<file path="src/design/jse_pkg.sv">
// shared types and constants for the json string escaper
// no dependencies; used by every module of the block

package jse_pkg;

    localparam int CP_W          = 21;
    localparam int BYTE_W        = 8;
    localparam int CFG_INDEX_W   = 2;
    localparam int IDX_W         = 4;
    localparam int QUEUE_DEPTH_DEFAULT = 4;

    // configuration register indexes
    localparam logic [CFG_INDEX_W-1:0] REG_UNICODE_OUT = 2'd0;
    localparam logic [CFG_INDEX_W-1:0] REG_DELIM_CHAR  = 2'd1;

    localparam logic [BYTE_W-1:0] DELIM_CHAR_RESET = 8'h22;

    // how the back end renders one code point
    typedef enum logic [2:0] {
        KIND_RAW,   // the byte itself
        KIND_ESC,   // backslash then one character
        KIND_U16,   // one \uXXXX unit
        KIND_PAIR,  // surrogate pair, value holds cp - 0x10000
        KIND_UTF2,
        KIND_UTF3,
        KIND_UTF4
    } kind_t;

    typedef struct packed {
        kind_t            kind;
        logic [CP_W-1:0]  value;
    } desc_t;

    typedef struct packed {
        logic                unicode_out;
        logic [BYTE_W-1:0]   delim_char;
    } cfg_t;

endpackage

</file>
<file path="src/design/jse_front.sv">
// front end: classifies one code point into a render descriptor
// depends on jse_pkg

module jse_front
(
    input  logic [jse_pkg::CP_W-1:0] code_point,
    input  jse_pkg::cfg_t            cfg,
    output jse_pkg::desc_t           desc
);

    localparam logic [jse_pkg::CP_W-1:0] CP_BACKSPACE = 21'h08;
    localparam logic [jse_pkg::CP_W-1:0] CP_TAB       = 21'h09;
    localparam logic [jse_pkg::CP_W-1:0] CP_NEWLINE   = 21'h0A;
    localparam logic [jse_pkg::CP_W-1:0] CP_FORMFEED  = 21'h0C;
    localparam logic [jse_pkg::CP_W-1:0] CP_RETURN    = 21'h0D;
    localparam logic [jse_pkg::CP_W-1:0] CP_BACKSLASH = 21'h5C;
    localparam logic [jse_pkg::CP_W-1:0] CP_DQUOTE    = 21'h22;
    localparam logic [jse_pkg::CP_W-1:0] CP_SQUOTE    = 21'h27;
    localparam logic [jse_pkg::CP_W-1:0] CP_REPLACE   = 21'h0FFFD;
    localparam logic [jse_pkg::CP_W-1:0] CP_MAX       = 21'h10FFFF;
    localparam logic [jse_pkg::CP_W-1:0] CP_PLANE1    = 21'h10000;

    logic [jse_pkg::CP_W-1:0] cp_fixed;

    // surrogates and out of range values become the replacement char
    assign cp_fixed = ((code_point >= 21'h0D800 && code_point <= 21'h0DFFF)
                       || code_point > CP_MAX) ? CP_REPLACE : code_point;

    always_comb
    begin
        desc.kind  = jse_pkg::KIND_RAW;
        desc.value = code_point;
        case (code_point)
            CP_BACKSPACE:
            begin
                desc.kind  = jse_pkg::KIND_ESC;
                desc.value = 21'h62;
            end
            CP_TAB:
            begin
                desc.kind  = jse_pkg::KIND_ESC;
                desc.value = 21'h74;
            end
            CP_NEWLINE:
            begin
                desc.kind  = jse_pkg::KIND_ESC;
                desc.value = 21'h6E;
            end
            CP_FORMFEED:
            begin
                desc.kind  = jse_pkg::KIND_ESC;
                desc.value = 21'h66;
            end
            CP_RETURN:
            begin
                desc.kind  = jse_pkg::KIND_ESC;
                desc.value = 21'h72;
            end
            CP_BACKSLASH:
            begin
                desc.kind  = jse_pkg::KIND_ESC;
                desc.value = CP_BACKSLASH;
            end
            CP_DQUOTE, CP_SQUOTE:
            begin
                if (code_point[7:0] == cfg.delim_char)
                    desc.kind = jse_pkg::KIND_ESC;
                else
                    desc.kind = jse_pkg::KIND_RAW;
            end
            default:
            begin
                if (code_point < 21'h20)
                    desc.kind = jse_pkg::KIND_U16;
                else if (code_point < 21'h80)
                    desc.kind = jse_pkg::KIND_RAW;
                else if (cfg.unicode_out)
                begin
                    if (cp_fixed < CP_PLANE1)
                    begin
                        desc.kind  = jse_pkg::KIND_U16;
                        desc.value = cp_fixed;
                    end
                    else
                    begin
                        desc.kind  = jse_pkg::KIND_PAIR;
                        desc.value = cp_fixed - CP_PLANE1;
                    end
                end
                else
                begin
                    desc.value = cp_fixed;
                    if (cp_fixed < 21'h800)
                        desc.kind = jse_pkg::KIND_UTF2;
                    else if (cp_fixed < CP_PLANE1)
                        desc.kind = jse_pkg::KIND_UTF3;
                    else
                        desc.kind = jse_pkg::KIND_UTF4;
                end
            end
        endcase
    end

endmodule

</file>
<file path="src/design/jse_queue.sv">
// short descriptor queue between front and back end
// depends on jse_pkg

module jse_queue
#(
    parameter int DEPTH = jse_pkg::QUEUE_DEPTH_DEFAULT
)
(
    input  logic           clk,
    input  logic           rst_n,
    input  logic           wr_en,
    input  jse_pkg::desc_t wr_desc,
    input  logic           rd_en,
    output jse_pkg::desc_t rd_desc,
    output logic           rd_valid,
    output logic           full
);

    localparam int PTR_W = (DEPTH > 1) ? $clog2(DEPTH) : 1;
    localparam int CNT_W = $clog2(DEPTH + 1);
    localparam logic [PTR_W-1:0] PTR_LAST = PTR_W'(DEPTH - 1);
    localparam logic [CNT_W-1:0] CNT_FULL = CNT_W'(DEPTH);

    jse_pkg::desc_t mem [DEPTH];

    logic [PTR_W-1:0] wr_ptr_reg, wr_ptr_next;
    logic [PTR_W-1:0] rd_ptr_reg, rd_ptr_next;
    logic [CNT_W-1:0] count_reg, count_next;

    always_comb
    begin
        wr_ptr_next = wr_ptr_reg;
        rd_ptr_next = rd_ptr_reg;
        count_next  = count_reg;
        if (wr_en)
            wr_ptr_next = (wr_ptr_reg == PTR_LAST) ? '0 : wr_ptr_reg + 1'b1;
        if (rd_en)
            rd_ptr_next = (rd_ptr_reg == PTR_LAST) ? '0 : rd_ptr_reg + 1'b1;
        if (wr_en && !rd_en)
            count_next = count_reg + 1'b1;
        else if (!wr_en && rd_en)
            count_next = count_reg - 1'b1;
    end

    always_ff @(posedge clk or negedge rst_n)
    begin
        if (!rst_n)
        begin
            wr_ptr_reg <= '0;
            rd_ptr_reg <= '0;
            count_reg  <= '0;
        end
        else
        begin
            wr_ptr_reg <= wr_ptr_next;
            rd_ptr_reg <= rd_ptr_next;
            count_reg  <= count_next;
        end
    end

    always_ff @(posedge clk)
    begin
        if (wr_en)
            mem[wr_ptr_reg] <= wr_desc;
    end

    assign rd_desc  = mem[rd_ptr_reg];
    assign rd_valid = (count_reg != '0);
    assign full     = (count_reg == CNT_FULL);

endmodule

</file>
<file path="src/design/jse_back.sv">
// back end: walks one descriptor byte by byte into the output register
// depends on jse_pkg

module jse_back
(
    input  logic                       clk,
    input  logic                       rst_n,
    input  jse_pkg::desc_t             desc,
    input  logic                       desc_valid,
    output logic                       desc_done,
    output logic [jse_pkg::BYTE_W-1:0] out_byte,
    output logic                       last,
    output logic                       empty,
    input  logic                       pop
);

    function automatic logic [7:0] hex_digit(input logic [3:0] n);
        return (n < 4'd10) ? (8'h30 + {4'b0, n}) : (8'h37 + {4'b0, n});
    endfunction

    function automatic logic [7:0] u16_byte(input logic [15:0] unit, input logic [2:0] i);
        logic [7:0] b;
        case (i)
            3'd0:    b = 8'h5C;
            3'd1:    b = 8'h75;
            3'd2:    b = hex_digit(unit[15:12]);
            3'd3:    b = hex_digit(unit[11:8]);
            3'd4:    b = hex_digit(unit[7:4]);
            3'd5:    b = hex_digit(unit[3:0]);
            default: b = 8'h00;
        endcase
        return b;
    endfunction

    logic [jse_pkg::IDX_W-1:0]  idx_reg, idx_next;
    logic                       valid_reg, valid_next;
    logic [jse_pkg::BYTE_W-1:0] byte_reg, byte_next;
    logic                       last_reg, last_next;

    logic [jse_pkg::IDX_W-1:0]  len_m1;
    logic [jse_pkg::BYTE_W-1:0] cur_byte;
    logic [15:0]                unit_hi, unit_lo;
    logic [jse_pkg::IDX_W-1:0]  idx_lo;
    logic                       step;
    logic                       is_last;
    logic [20:0]                v;

    assign v       = desc.value;
    assign unit_hi = 16'hD800 | {6'b0, v[19:10]};
    assign unit_lo = 16'hDC00 | {6'b0, v[9:0]};
    assign idx_lo  = idx_reg - 4'd6;

    always_comb
    begin
        len_m1   = 4'd0;
        cur_byte = v[7:0];
        case (desc.kind)
            jse_pkg::KIND_RAW:
            begin
                len_m1   = 4'd0;
                cur_byte = v[7:0];
            end
            jse_pkg::KIND_ESC:
            begin
                len_m1   = 4'd1;
                cur_byte = (idx_reg == 4'd0) ? 8'h5C : v[7:0];
            end
            jse_pkg::KIND_U16:
            begin
                len_m1   = 4'd5;
                cur_byte = u16_byte(v[15:0], idx_reg[2:0]);
            end
            jse_pkg::KIND_PAIR:
            begin
                len_m1   = 4'd11;
                cur_byte = (idx_reg < 4'd6) ? u16_byte(unit_hi, idx_reg[2:0])
                                            : u16_byte(unit_lo, idx_lo[2:0]);
            end
            jse_pkg::KIND_UTF2:
            begin
                len_m1   = 4'd1;
                cur_byte = (idx_reg == 4'd0) ? {3'b110, v[10:6]} : {2'b10, v[5:0]};
            end
            jse_pkg::KIND_UTF3:
            begin
                len_m1 = 4'd2;
                case (idx_reg)
                    4'd0:    cur_byte = {4'b1110, v[15:12]};
                    4'd1:    cur_byte = {2'b10, v[11:6]};
                    default: cur_byte = {2'b10, v[5:0]};
                endcase
            end
            jse_pkg::KIND_UTF4:
            begin
                len_m1 = 4'd3;
                case (idx_reg)
                    4'd0:    cur_byte = {5'b11110, v[20:18]};
                    4'd1:    cur_byte = {2'b10, v[17:12]};
                    4'd2:    cur_byte = {2'b10, v[11:6]};
                    default: cur_byte = {2'b10, v[5:0]};
                endcase
            end
            default:
            begin
                len_m1   = 4'd0;
                cur_byte = v[7:0];
            end
        endcase
    end

    assign step      = desc_valid && (!valid_reg || pop);
    assign is_last   = (idx_reg == len_m1);
    assign desc_done = step && is_last;

    always_comb
    begin
        idx_next   = idx_reg;
        valid_next = valid_reg;
        byte_next  = byte_reg;
        last_next  = last_reg;
        if (step)
        begin
            valid_next = 1'b1;
            byte_next  = cur_byte;
            last_next  = is_last;
            idx_next   = is_last ? '0 : idx_reg + 1'b1;
        end
        else if (pop)
            valid_next = 1'b0;
    end

    always_ff @(posedge clk or negedge rst_n)
    begin
        if (!rst_n)
        begin
            idx_reg   <= '0;
            valid_reg <= 1'b0;
        end
        else
        begin
            idx_reg   <= idx_next;
            valid_reg <= valid_next;
        end
    end

    always_ff @(posedge clk)
    begin
        byte_reg <= byte_next;
        last_reg <= last_next;
    end

    assign out_byte = byte_reg;
    assign last     = last_reg;
    assign empty    = !valid_reg;

endmodule

</file>
<file path="src/design/json_string_escaper_unit.sv">
// json string escaper top level: one code point in, its escaped bytes out
// path: a pushed item is written into the queue, then its bytes enter the output register
// throughput: while pop is held, one code point per cycle if each renders to a single byte;
//   an item of n bytes (1 to 12) holds the back end, one byte per cycle through the output register
// reset: asynchronous active low; clears queue, back end and output valid,
//   output mode to utf-8 and the quote character to 0x22
// depends on jse_pkg, jse_front, jse_queue, jse_back

module json_string_escaper_unit
#(
    parameter int QUEUE_DEPTH = jse_pkg::QUEUE_DEPTH_DEFAULT
)
(
    input  logic                            clk,
    input  logic                            rst_n,
    // input side, queue style
    input  logic                            push,
    output logic                            full,
    input  logic [jse_pkg::CP_W-1:0]        code_point,
    // result side, queue style
    output logic                            empty,
    input  logic                            pop,
    output logic [jse_pkg::BYTE_W-1:0]      out_byte,
    output logic                            last,
    // configuration write channel
    input  logic                            cfg_valid,
    output logic                            cfg_ready,
    input  logic [jse_pkg::CFG_INDEX_W-1:0] cfg_index,
    input  logic [jse_pkg::BYTE_W-1:0]      cfg_data
);

    logic                       unicode_out_reg, unicode_out_next;
    logic [jse_pkg::BYTE_W-1:0] delim_char_reg, delim_char_next;
    jse_pkg::cfg_t              cfg;

    jse_pkg::desc_t front_desc;
    jse_pkg::desc_t q_desc;
    logic           q_push;
    logic           q_valid;
    logic           q_pop;

    // config writes are always taken; unknown indexes are dropped
    assign cfg_ready = 1'b1;

    always_comb
    begin
        unicode_out_next = unicode_out_reg;
        delim_char_next  = delim_char_reg;
        if (cfg_valid && cfg_ready)
        begin
            case (cfg_index)
                jse_pkg::REG_UNICODE_OUT: unicode_out_next = cfg_data[0];
                jse_pkg::REG_DELIM_CHAR:  delim_char_next  = cfg_data;
                default:
                begin
                    unicode_out_next = unicode_out_reg;
                    delim_char_next  = delim_char_reg;
                end
            endcase
        end
    end

    always_ff @(posedge clk or negedge rst_n)
    begin
        if (!rst_n)
        begin
            unicode_out_reg <= 1'b0;
            delim_char_reg  <= jse_pkg::DELIM_CHAR_RESET;
        end
        else
        begin
            unicode_out_reg <= unicode_out_next;
            delim_char_reg  <= delim_char_next;
        end
    end

    assign cfg.unicode_out = unicode_out_reg;
    assign cfg.delim_char  = delim_char_reg;

    // front end classifies the code point as it is pushed
    jse_front u_front
    (
        .code_point (code_point),
        .cfg        (cfg),
        .desc       (front_desc)
    );

    // push transaction writes the descriptor straight into the queue
    assign q_push = push && !full;

    jse_queue
    #(
        .DEPTH (QUEUE_DEPTH)
    )
    u_queue
    (
        .clk      (clk),
        .rst_n    (rst_n),
        .wr_en    (q_push),
        .wr_desc  (front_desc),
        .rd_en    (q_pop),
        .rd_desc  (q_desc),
        .rd_valid (q_valid),
        .full     (full)
    );

    // back end retires a descriptor when its last byte enters the output register
    jse_back u_back
    (
        .clk        (clk),
        .rst_n      (rst_n),
        .desc       (q_desc),
        .desc_valid (q_valid),
        .desc_done  (q_pop),
        .out_byte   (out_byte),
        .last       (last),
        .empty      (empty),
        .pop        (pop)
    );

    // a pushed item is in the queue on the next cycle
    a_push_lands: assert property (@(posedge clk) disable iff (!rst_n)
        q_push |=> q_valid)
        else $error("pushed item missing from queue");

    // the back end only retires a descriptor that is there
    a_pop_valid: assert property (@(posedge clk) disable iff (!rst_n)
        q_pop |-> q_valid)
        else $error("queue read while empty");

    // an item whose final byte is not yet out stays queued
    a_item_kept: assert property (@(posedge clk) disable iff (!rst_n)
        (pop && !empty && !last) |-> q_valid)
        else $error("item retired before its last byte");

endmodule
</file>
<file path="config.mk">
export PLATFORM = sky130hd
export DESIGN_NAME = json_string_escaper_unit
export DESIGN_NICKNAME = d
export VERILOG_FILES = /design/src/design/jse_pkg.sv /design/src/design/jse_front.sv /design/src/design/jse_queue.sv /design/src/design/jse_back.sv /design/src/design/json_string_escaper_unit.sv
export SDC_FILE = /design/constraint.sdc
export NUM_CORES = 1
export LEC_CHECK = 0
export BUFFER_PORTS_ARGS = -buffer_cell sky130_fd_sc_hd__buf_2
export CORE_MARGIN = 3
export CORE_UTILIZATION = 45
export CTS_BUF_LIST = sky130_fd_sc_hd__clkbuf_8
export CTS_CLUSTER_SIZE = 8
export DETAILED_ROUTE_END_ITERATION = 12
export PLACE_DENSITY = 0.68
export SLEW_MARGIN = 10
export SYNTH_ARGS = -nofsm -noshare
export SYNTH_HDL_FRONTEND = slang
export SYNTH_SLANG_ARGS = --single-unit
</file>
<file path="constraint.sdc">
create_clock -name clk -period 3.2 [get_ports clk]
set_input_delay 0.64 -clock clk [delete_from_list [all_inputs] [get_ports clk]]
set_output_delay 0.64 -clock clk [all_outputs]
set_load 0.01 [all_outputs]
</file>
## Yosys cells after proc, flatten, opt, wreduce, memory -nomap -nowiden

Memory sizes are Yosys's and may differ from the RTL's.
Index checks and enable logic that the tools add are counted.

- Reductions and logical operators: 24
- Equal/unequal tests: 32
- $lt $le $gt $ge: 16
- Muxes and demuxes: 39
- $add $sub $neg: 23

Operator list:

| kind | number |
|---|---|
| one-hot mux 8 bit (6 select lines) | 4 |
| one-hot mux 21 bit (7 select lines) | 1 |
| adder 6 x 4 -> 7 bit (first input constant) | 16 |
| == test 21 x 4 -> 1 bit (second input constant) | 5 |
| two-way mux 8 bit | 10 |
| two-way mux 21 bit | 3 |
| == test 21 x 6 -> 1 bit (second input constant) | 2 |
| < comparator 4 bit (second input constant) | 8 |
| == test 3 bit (second input constant) | 8 |
| two-way mux 24 bit | 1 |
| two-way mux 22 bit | 1 |
| == test 21 x 7 -> 1 bit (second input constant) | 1 |
| greater-or-equal comparator 21 x 16 -> 1 bit (second input constant) | 1 |
| greater-than comparator 21 bit (second input constant) | 1 |
| less-or-equal comparator 21 x 16 -> 1 bit (second input constant) | 1 |
| < comparator 21 x 12 -> 1 bit (second input constant) | 1 |
| < comparator 21 x 17 -> 1 bit (second input constant) | 1 |
| < comparator 21 x 6 -> 1 bit (second input constant) | 1 |
| < comparator 21 x 8 -> 1 bit (second input constant) | 1 |
| one-hot mux 7 bit (3 select lines) | 1 |
| subtractor 21 x 17 -> 21 bit (second input constant) | 1 |
| one-hot mux 4 bit (5 select lines) | 1 |
| == test 3 x 2 -> 1 bit (second input constant) | 6 |
| one-hot mux 7 bit (2 select lines) | 1 |
| other kinds (30) | 57 |

- Input port bits: 36
- Memory bits (writable): 96
- Bits in registers: 30
- Memories kept: 1
- Logic and storage cells: 144
- Output and inout port bits: 12

Memory list:

| name | words | bits a word | read ports | clocked after memory_dff | write ports | line | text |
|---|---|---|---|---|---|---|---|
| u_queue.mem | 4 | 24 | 1 | 0 | 1 | jse_queue.sv:24 | `jse_pkg::desc_t mem [DEPTH];` |

## Logic depth before layout (Yosys ltp)

Gate-level depths: netlist (run 1).

- Depth in word-level cells: 11
- Depth in mapped cells: 14
- Depth with buffers taken out: 12

## Modules after synthesis

A second synthesis (run 1) with hierarchy kept.

- Cells, all modules: 661
- Area total of the unflattened synthesis: 7,658.6 um^2

Modules (own cells, without submodules):

| module | cells an instance | area each (um^2) | sequential area each (um^2) | instances |
|---|---|---|---|---|
| jse_queue | 163 | 3,925.0 | 3,057.9 | 1 |
| jse_back | 372 | 2,655.0 | 395.4 | 1 |
| jse_front | 103 | 704.4 | 0.0 | 1 |
| json_string_escaper_unit | 23 | 374.1 | 227.7 | 1 |

## Worst setup path before layout (run 1)

Ideal clock, no wire load.

- Kind: reg-to-reg
- Start: register u_queue.rd_ptr_reg[0]
- End: register u_queue.count_reg[1]
- Data required time: 3,075 ps
- Path slack: 118 ps
- Arrival: 2,957 ps
- Cell stages (with the launch flop): 13
- Path buffers: 2
- Setup time: 125 ps
- Clock period less this slack: 3,082 ps
- Cell sequence: dfrtp_1 -> buf_6 -> buf_8 -> mux4_2 -> or4_1 -> o22ai_2 -> a21oi_2 -> nor3_4 -> inv_1 -> ha_1 -> inv_1 -> fa_1 -> mux2_2

- Word-level cells in the longest chain between the ends: 9
- Elaborated cells on any way between the ends: 16
- Classes of those cells: 7 x eq/ne; 2 x mux; 6 x reduce/logical; 1 x memory

RTL lines:

| what | line | text |
|---|---|---|
| start, declared | jse_queue.sv:27 | `logic [PTR_W-1:0] rd_ptr_reg, rd_ptr_next;` |
| start signal, assigned | jse_queue.sv:56 | `rd_ptr_reg <= rd_ptr_next;` |
| memory read (4 x 24 bit) * | -- |  |
| == test 3 x 1 -> 1 bit / == test 3 bit (equally long branches) | jse_back.sv:57 | `case (desc.kind)` |
| OR reduction 2 bit (no line) | -- |  |
| one-hot mux 4 bit (5 select lines) * | jse_back.sv:57 |  |
| == test 4 bit * | jse_back.sv:112 | `assign is_last = (idx_reg == len_m1);` |
| logical AND 1 bit * | jse_back.sv:113 | `assign desc_done = step && is_last;` |
| zero test 1 bit * | jse_queue.sv:39 | `if (wr_en && !rd_en)` |
| logical AND 1 bit * | jse_queue.sv:39 |  |
| two-way mux 3 bit * | jse_queue.sv:39 |  |
| via u_queue.count_next[1] | jse_queue.sv:28 | `logic [CNT_W-1:0] count_reg, count_next;` |
| end signal, assigned | jse_queue.sv:57 | `count_reg <= count_next;` |
| end, declared | jse_queue.sv:28 |  |

Mark *: on every way through the listed nets, which the timed path passes. The rest lies on a longest branch.
A chain may end at the register's enable or synchronous reset.

## Final worst setup path (run 1)

- Start: register u_queue.rd_ptr_reg[0]
- End: register u_queue.count_reg[2]

- Word-level cells in the longest chain between the ends: 9
- Elaborated cells on any way between the ends: 16
- Classes of those cells: 7 x eq/ne; 2 x mux; 6 x reduce/logical; 1 x memory

RTL lines:

| what | line |
|---|---|
| memory read (4 x 24 bit) * | -- |
| == test 3 x 1 -> 1 bit / == test 3 bit (equally long branches) | jse_back.sv:57 |
| OR reduction 2 bit (no line) | -- |
| one-hot mux 4 bit (5 select lines) * | jse_back.sv:57 |
| == test 4 bit * | jse_back.sv:112 |
| logical AND 1 bit * | jse_back.sv:113 |
| zero test 1 bit | jse_queue.sv:39 |
| logical AND 1 bit | jse_queue.sv:39 |
| two-way mux 3 bit / nonzero test 2 bit (equally long branches) | -- |

Every way passes the cells marked *; elsewhere a longest branch is shown, timed or not.

==> results of run 1 <==
-- cells by family after synthesis --
family / count (synthesis) / synth area share (%)
AO/OA/AOI/OAI: 195 / 17.14
AND/OR/NAND/NOR: 182 / 12.60
flip-flops: 126 / 47.52
buffers and inverters: 88 / 5.104
multiplexers: 47 / 10.03
adder cells (fa/ha/maj): 28 / 4.620
XOR/XNOR: 26 / 2.940
other: 1 / 0.04841
-- final timing paths --
path,start,endpoint,slack (ns),cells after the start
setup reg to reg,u_queue.rd_ptr_reg[0],u_queue.count_reg[2],0.11,12
setup / recovery,u_queue.rd_ptr_reg[0],u_queue.count_reg[2],0.11,12
hold / removal,rst_n,u_back.idx_reg[3],0.16,1
hold reg to reg,u_queue.count_reg[2],u_queue.count_reg[2],0.50,1
min in group clk,pop,u_back.valid_reg,0.40,2
max in group asynchronous,rst_n,delim_char_reg[5],2.67,1
-- critical path, stage by stage (launching register included) --
cell and delay, ns:
dfrtp_2 0.46, mux4_2 0.59, xnor2_2 0.18, mux2_2 0.39, a21oi_4 0.21, nor3_4 0.06, inv_1 0.06, ha_1 0.17
inv_1 0.06, fa_1 0.37, xor2_1 0.17, nor2_1 0.14, xor2_1 0.15
-- through the flow --
| stage | hold slack (ns) | util, % | cell area, sq um | std cells |
|---|---|---|---|---|
| 2_1_floorplan | 0.3444 | - | 7746 | 693 |
| 3_3_place_gp | 0.4701 | 50.46 | 8427 | 966 |
| 3_5_place_dp | 0.4896 | 50.46 | 8427 | 966 |
| 4_1_cts | 0.1465 | 53.03 | 8857 | 998 |
| 5_1_grt | 0.1720 | 53.68 | 8965 | 1005 |
| 6_report | 0.1599 | 53.68 | 8965 | 1005 |
-- layout by cell type, fill, tap and decap left out, drive strengths merged, types with 7 or more instances in the layout --
cell / Yosys / routed
a21o: 7 / 7
a21oi: 38 / 38
a31oi: 14 / 14
buf: 17 / 102
clkbuf: 26 / 19
dfrtp: 19 / 19
edfxtp: 105 / 105
ha: 27 / 27
inv: 45 / 52
mux2: 15 / 15
mux2i: 9 / 9
mux4: 23 / 23
nand2: 45 / 45
nand2b: 16 / 16
nand3: 12 / 12
nor2: 32 / 32
nor2b: 9 / 9
nor3: 17 / 17
nor4: 7 / 7
o211ai: 8 / 8
o21ai: 47 / 47
o22ai: 8 / 8
or3: 9 / 9
xnor2: 14 / 14
xor2: 12 / 12
-- cell type report --
class | count | area, sq um | share of cell area (%)
clock buffer | 18 | 247.7 | 2.763
clock inverter | 14 | 175.2 | 1.954
inverter | 45 | 168.9 | 1.884
multi-input combinational | 479 | 3711 | 41.40
sequential | 126 | 3682 | 41.07
tap | 220 | 275.3 | 3.070
timing repair buffer | 103 | 704.4 | 7.858
-- power by group through the flow --
stage,clock (uW),combinational (uW),sequential [uW]
global route,1550,5610,2520
finish,1440,5200,2470
global placement,0,4890,2480
floorplan,0,3320,2440
CTS,1480,4960,2470
detailed placement,0,4920,2510
-- what timing repair did --
item | in CTS | in global routing
gates cloned | 0 | 1
hold buffers | 0 | 0
gates resized for setup | 1 | 7
pin swaps | 0 | 2
buffers inserted | 0 | 6
endpoints found under the setup margin | 1 | 5
-- layer usage --
layer | wire (um) | GRT usage (%)
met5 | 0 | 0
met4 | 677 | 9.701
met3 | 1360 | 5.077
met2 | 10210 | 37.08
met1 | 8842 | 29.79
==> impl_metrics.csv, run 1 <==
group,metric,value,unit
run_status,outcome,"finished, final reports clean",
die,die_x,137.2,um
die,die_area,18820,sq um
setup_path,endpoint_kind,"flop",
setup_path,worst_ep_arrival_time,3.46,ns
clocking,cts_buffer_depth,2,
layout,nNetsFinal,836,
yosys,synth_edf_count,105,
timing,max_freq,0.3232,GHz
die,initial_core_util,46.38,%
timing,hold_viol,0,
clocking,clock_sinks,126,
setup_path,timing_worst_setup_path_type,"flop to flop",
yosys,async_flop_share,16.67,%
timing,period_minus_slack,3.094,ns
pwr,p_switching,4011,uW
layout,largest_reg_flops,96,
setup_path,critPathRequiredTime,3.57,ns
timing,setup_slack,0.1059,ns
grt,grt_max_degree,26,
timing,tightest_slew,0.6556,ns
pwr,pwr-share-seq,27.1,%
yosys,netlist_area,7746,sq um
yosys,synth_seq_cells,126,
routing,routed_wl,21.09,mm
layout,final.fill_count,1476,
yosys,ys_warn_count,0,
yosys,ys.flop_type,"edfxtp_1",
timing,slew_violations,0,
timing,finalCritPeriodShare,96.69,%
timing,setup-violations-final,0,
layout,antenna_cells,0,
setup_path,critPathLaunchType,"flop",
layout,syn_to_final_growth,15.73,%
grt,first_global_vias,5991,
clocking,numCtsBuffers,17,
yosys,synth_top_cell_by_area,"edfxtp_1",
die,coreArea,16700,sq um
pwr,p_total,9112,uW
routing,drc,0,
pwr,p_sw_share,44.02,%
run,maxCapViolations,0,
layout,layout-drive-gt1-share,24.71,%
min_path,hp-class,"input pin to asynchronous set/reset pin",
grt,grt_pass1_wl,32.66,mm
grt,grt-ovfl-total,0,
placement,dp_hpwl,15.47,mm
yosys,yosysSeqAreaShare,47.52,%
timing,slew_headroom,55.72,%
grt,antenna_found_initial,0,
placement,io_buffers,46,
clocking,clk_pin_slew,0.08,ns
routing,routed-via-count,6110,
clocking,clock-root-buffer,"clkbuf_8",
placement,place.gp.congestion,1.018,
routing,drt_iter0_drc,669,
routing,wire_per_inst,20.99,um
die,boundaryPins,48,
pwr,pwr-share-clk,15.8,%
yosys,synth_common_cells,"105 x edfxtp_1, 45 x inv_1, 45 x nand2_1, 44 x o21ai_0, 37 x a21oi_1",
routing,detail_route.vias_per_cell,6.080,
setup_path,cp_max_fo,6,
routing,antenna_left,0,
yosys,synth_cells,693,
timing,tns,0,ns
pwr,ir_drop,418.8,uV
placement,post-place-ws,0.002910,ns
grt,track_usage,22.89,%
pwr,power_leakage,0.003321,uW
pwr,p_int,5101,uW
yosys,avgSynthCellArea,11.18,sq um
yosys,netlist.area_leader.share,40.70,%
routing,drt_pass1_iterations,5,
yosys,synthTopCellsByArea,"edfxtp_1 41%, mux4_2 6.7%, dfrtp_1 6.1%",
pwr,power.density,1016,nW/um^2
clocking,cts_tree,"yes",
yosys,synthesis.nets,757,
yosys,synth_most_common_cell,"edfxtp_1",
timing,finClkSkew,0.01808,ns
pwr,power_frac_comb,57.1,%
clocking,h-tree-depth,4,
clocking,clock_latency,0.45,ns
die,row_count,47,
die,die_h,137.2,um
yosys,ys_types,77,
Power figures use the tool's default switching activity.
==> run 2, diff against run 1 <==
Settings changed: RECOVER_POWER set to 50.
==> run 2 against run 1 <==
Net effect: the run now ends with max-capacitance violations, max-slew violations left; power barely moved; core utilization fell by 0.22 points; register-to-register slack barely moved; worst setup slack got worse by 0.0017 ns; largest cell class unchanged; die area did not move; final cell count did not move; maximum frequency barely moved; hold slack improved by 0.24 ns; flip-flop and latch count did not move; clock skew fell by 0.0013 ns; wire length rose by 0.79%; first-iteration DRC count fell by 4.2%.
==> impl_metrics.csv, run 2 (same netlist as run 1, synthesis figures left out) <==
group,metric,value,unit
run_status,outcome,"finished, violations left",
run_status,violations,"max-capacitance violations, max-slew violations",
placement,place_area,8427,sq um
die,die_area,18820,sq um
placement,post-place-ws,0.002910,ns
routing,drc,0,
setup_path,timing_worst_setup_path_type,"flop to flop",
setup_path,cp_max_fo,6,
pwr,power_leakage,0.003259,uW
timing,slew_violations,74,
routing,wire_per_inst,21.15,um
die,row_count,47,
routing,drt_iter0_drc,641,
placement,io_buffers,46,
layout,largest_reg_flops,96,
layout,layout-drive-gt1-share,22.29,%
layout,mostFrequentLayoutCells,"105 x edfxtp_1, 48 x buf_4, 45 x inv_1, 45 x nand2_1, 44 x o21ai_0",
grt,grt_max_degree,26,
layout,nNetsFinal,836,
die,initial_core_util,46.38,%
setup_path,critPathLaunchType,"flop",
die,die_x,137.2,um
clocking,cts_tree,"yes",
setup_path,critPathRequiredTime,3.57,ns
layout,syn_to_final_growth,15.26,%
grt,first_global_vias,5991,
placement,place.gp.congestion,1.018,
die,coreArea,16700,sq um
timing,tightest_slew,1.548,ns
layout,multiInputGateArea,3711,sq um
setup_path,crit_family,"multiplexers",
timing,period_minus_slack,3.096,ns
routing,detail_route.vias_per_cell,6.156,
min_path,hp-class,"input pin to flop",
layout,antenna_cells,0,
routing,antenna_left,0,
timing,whs,0.3972,ns
clocking,h-tree-depth,4,
grt,antenna_found_initial,0,
setup_path,endpoint_kind,"flop",
layout,final.fill_count,1488,
clocking,clock_sinks,126,
setup_path,worst_ep_arrival_time,3.46,ns
clocking,clock_latency,0.44,ns
timing,max_freq,0.3230,GHz
timing,finalCritPeriodShare,96.74,%
layout,final_common_cell,"edfxtp_1",
setup_path,critPathBufInv,2,
clocking,cts_buffer_depth,2,
layout,finalInstanceArea,8929,sq um
placement,dp_hpwl,15.47,mm
pwr,power.density,1021,nW/um^2
clocking,clock-root-buffer,"clkbuf_8",
timing,hold_viol,0,
grt,grt_pass1_wl,32.66,mm
layout,seqCellArea,3682,sq um
grt,grt-ovfl-total,0,
routing,drt_pass1_iterations,7,
clocking,numCtsBuffers,17,
timing,setup_slack,0.1042,ns
die,boundaryPins,48,
setup_path,crit_path_cell_trace,"mux4_2 -> xnor2_2 -> mux2_2 -> a21oi_4 -> nor3_4 -> inv_1 -> ha_1 -> inv_1 -> fa_1 -> xor2_1 -> nor2_1 -> xor2_1",
timing,slew_headroom,-3.214,%
timing,setup-violations-final,0,
pwr,ir_drop,399.7,uV
setup_path,slowest_stage,"mux4_2",
clocking,clk_pin_slew,0.08,ns
run,maxCapViolations,3,
die,die_h,137.2,um
timing,finClkSkew,0.01682,ns
routing,routed_wl,21.26,mm
setup_path,slowest_delay,0.59,ns
pwr,p_total,9120,uW
routing,routed-via-count,6187,
grt,track_usage,22.89,%
## run 2: changes by cell type in the layout (fill, tap and decap cells not counted), sizes merged
cell	change
buf	-19
clkbuf	+19
## run 2: routing by layer
layer  share of wire [%]  wire length, um  up-vias  GRT usage (%)
met5                   0                0        -              0
met4                 3.5              754        0          9.701
met3                 7.0             1492       55          5.077
met2                  48            10200      318          37.08
met1                  41             8811     3000          29.79
li1                    -                -     2814              -
## run 2: what timing repair did
item | 4_1_cts | 5_1_grt
pin swaps | 0 | 2
cloned | 0 | 1
resized for setup | 1 | 7
setup endpoints to repair | 1 | 5
hold buffers | 0 | 0
buffers inserted | 0 | 6
## run 2: area by class of cell
type	count	share of cell area (%)
multi-input combinational	479	41.56
sequential	126	41.24
timing repair buffer	103	7.483
tap	220	3.083
clock buffer	18	2.775
clock inverter	14	1.962
inverter	45	1.892
## run 2: report_power, final
group / switching (uW) / internal, uW / total, uW
logic: 3130 / 2070 / 5190
clock network: 696 / 746 / 1440
registers: 214 / 2270 / 2480
## run 2: path summary, 6_finish.rpt
path | from | endpoint | slack [ns] | depth (start not counted)
hold reg to reg | u_queue.count_reg[2] | u_queue.count_reg[2] | 0.50 | 1
setup reg to reg | u_queue.rd_ptr_reg[0] | u_queue.count_reg[2] | 0.10 | 12
min in group asynchronous | rst_n | u_back.idx_reg[3] | 0.44 | 1
max in group asynchronous | rst_n | u_queue.rd_ptr_reg[0] | 1.94 | 1
setup / recovery | u_queue.rd_ptr_reg[0] | u_queue.count_reg[2] | 0.10 | 12
hold / removal | pop | u_back.valid_reg | 0.40 | 2
## run 2: per-stage QoR
step / setup TNS (ns) / std cells / util, %
after detailed placement: 0 / 966 / 50.46
after floorplan: 0 / 693 / -
after global placement: 0 / 966 / 50.46
after global routing: -0.02523 / 1005 / 53.46
after CTS: 0 / 998 / 53.03
final: 0 / 1005 / 53.46
==> run 3, diff against run 2 <==
Settings changed: CELL_PAD_IN_SITES_DETAIL_PLACEMENT set to 0, CELL_PAD_IN_SITES_GLOBAL_PLACEMENT set to 1, PLACE_DENSITY 0.68 to 0.81.
==> run 3 against run 2 <==
Net effect: the flow still finishes with violations (max-capacitance violations, max-slew violations); maximum frequency rose by 1.1%; clock power decreased by 6%; power is essentially flat; worst setup slack improved by 0.033 ns; global-route usage rose by 0.62 points; highest routed layer unchanged.
==> impl_metrics.csv, run 3 (same netlist as run 1, synthesis figures left out) <==
group,metric,value,unit
placement,place_area,8502,sq um
clocking,clock-root-buffer,"clkbuf_8",
routing,drt_iter0_drc,466,
die,die_h,137.2,um
timing,tns,0,ns
die,die_area,18820,sq um
layout,finalInstanceArea,8914,sq um
clocking,clock_sinks,126,
timing,tightest_slew,1.592,ns
grt,track_usage,23.51,%
setup_path,critPathLaunchType,"flop",
pwr,p_switching,4101,uW
clocking,numCtsBuffers,17,
clocking,cts_tree,"yes",
pwr,pwr-share-seq,27.1,%
layout,layout-drive-gt1-share,23.05,%
min_path,hp-class,"input pin to flop",
setup_path,worst_ep_arrival_time,3.44,ns
layout,syn_to_final_growth,15.07,%
grt,grt-ovfl-total,0,
grt,antenna_found_initial,0,
clocking,h-tree-depth,4,
setup_path,slowest_delay,0.58,ns
grt,grt_pass1_wl,33.53,mm
timing,setup-violations-final,0,
pwr,power.density,1023,nW/um^2
pwr,ir_drop,371.4,uV
setup_path,timing_worst_setup_path_type,"flop to flop",
timing,max_freq,0.3265,GHz
setup_path,critPathBufInv,2,
die,row_count,47,
placement,io_buffers,46,
placement,place.gp.congestion,0.9654,
setup_path,slowest_stage,"mux4_2",
layout,nNetsFinal,845,
clocking,clk_pin_slew,0.08,ns
timing,period_minus_slack,3.063,ns
layout,multiInputGateArea,3687,sq um
routing,detail_route.vias_per_cell,6.123,
timing,setup_slack,0.1368,ns
setup_path,crit_path_cell_trace,"mux4_2 -> xnor2_1 -> mux2_2 -> a21oi_2 -> nor3_4 -> inv_1 -> ha_1 -> inv_1 -> fa_1 -> xor2_1 -> nor2_1 -> xor2_1",
timing,hold_viol,0,
pwr,power_leakage,0.003238,uW
layout,antenna_cells,0,
pwr,p_sw_share,44.98,%
routing,wire_per_inst,21.08,um
die,coreArea,16700,sq um
run_status,violations,"max-capacitance violations, max-slew violations",
timing,finalCritPeriodShare,95.73,%
layout,final.fill_count,1507,
grt,first_global_vias,6188,
setup_path,endpoint_kind,"flop",
setup_path,critPathRequiredTime,3.57,ns
layout,final_common_cell,"edfxtp_1",
grt,grt_max_degree,30,
run,maxCapViolations,3,
timing,slew_headroom,-6.153,%
routing,antenna_left,0,
layout,seqCellArea,3682,sq um
routing,drt_pass1_iterations,5,
clocking,cts-hold-fix-buffers,0,
run_status,outcome,"finished, violations left",
placement,dp_hpwl,15.87,mm
setup_path,cp_max_fo,6,
die,initial_core_util,46.38,%
layout,largest_reg_flops,96,
placement,post-place-ws,-0.01469,ns
setup_path,crit_family,"multiplexers",
pwr,power_frac_comb,58.0,%
clocking,cts_buffer_depth,2,
routing,routed_wl,21.38,mm
timing,slew_violations,75,
routing,drc,0,
routing,routed-via-count,6209,
pwr,p_int,5016,uW
die,boundaryPins,48,
die,die_x,137.2,um
pwr,pwr-share-clk,14.9,%
layout,mostFrequentLayoutCells,"105 x edfxtp_1, 58 x buf_4, 45 x nand2_1, 44 x inv_1, 44 x o21ai_0",
timing,finClkSkew,0.02160,ns
clocking,clock_latency,0.45,ns
-- run 3: cell count changes in the layout (fill, tap and decap cells not counted), sizes merged --
| cell | previous run | this run |
|---|---|---|
| buf | 83 | 92 |
| clkinvlp | 0 | 5 |
| clkinv | 5 | 1 |
| bufinv | 2 | 1 |
| clkbuf | 38 | 37 |
| inv | 52 | 53 |
-- run 3: power groups by stage --
stage	Sequential, uW	Combinational (uW)	Clock, uW
after floorplan	2440	3320	0
after global placement	2480	5070	0
after detailed placement	2500	5120	0
after CTS	2460	5180	1390
after global routing	2520	5700	1450
final	2470	5290	1350
-- run 3: layout make-up --
type / count / area share, %
multi-input combinational: 479 / 41.37
sequential: 126 / 41.31
timing repair buffer: 112 / 7.987
tap: 220 / 3.088
clock buffer: 17 / 2.625
inverter: 45 / 1.895
clock inverter: 15 / 1.727
-- run 3: metal layers --
layer / GRT usage [%] / routed length [um]
met5: 0 / 0
met4: 11.59 / 839
met1: 30.76 / 8920
met3: 4.237 / 1371
met2: 37.85 / 10250
-- run 3: metrics by stage --
| step | hold WS [ns] | total power, uW | utilization, % | instances |
|---|---|---|---|---|
| floorplan | 0.3444 | 5761 | - | 693 |
| global placement | 0.4741 | 7551 | 50.91 | 976 |
| detailed placement | 0.4831 | 7627 | 50.91 | 976 |
| CTS | 0.1344 | 9035 | 53.36 | 1010 |
| global route | 0.3857 | 9668 | 53.37 | 1014 |
| finish | 0.3854 | 9117 | 53.37 | 1014 |
-- run 3: path summary, 6_finish.rpt --
path | end | slack [ns] | depth (start not counted) | startpoint
max | u_queue.count_reg[2] | 0.14 | 12 | u_queue.rd_ptr_reg[0]
min in group asynchronous | u_back.valid_reg | 0.41 | 1 | rst_n
max in group asynchronous | u_queue.rd_ptr_reg[0] | 2.01 | 1 | rst_n
max reg2reg | u_queue.count_reg[2] | 0.14 | 12 | u_queue.rd_ptr_reg[0]
min | u_back.valid_reg | 0.39 | 2 | pop
min reg2reg | u_queue.count_reg[2] | 0.50 | 1 | u_queue.count_reg[2]
-- run 3: repair_timing --
| item | CTS | global route |
|---|---|---|
| resized for setup | 1 | 5 |
| pin swaps | 0 | 1 |
| setup endpoints to repair | 2 | 5 |
| setup buffers | 2 | 4 |
| hold endpoints to repair | 0 | 0 |
-- run 3: worst reg2reg max path, cell delays in order, from the launching register on --
cell,delay (ns)
dfrtp_2,0.46
mux4_2,0.58
xnor2_1,0.17
mux2_2,0.36
a21oi_2,0.25
nor3_4,0.08
inv_1,0.06
ha_1,0.17
inv_1,0.06
fa_1,0.37
xor2_1,0.17
nor2_1,0.11
xor2_1,0.14
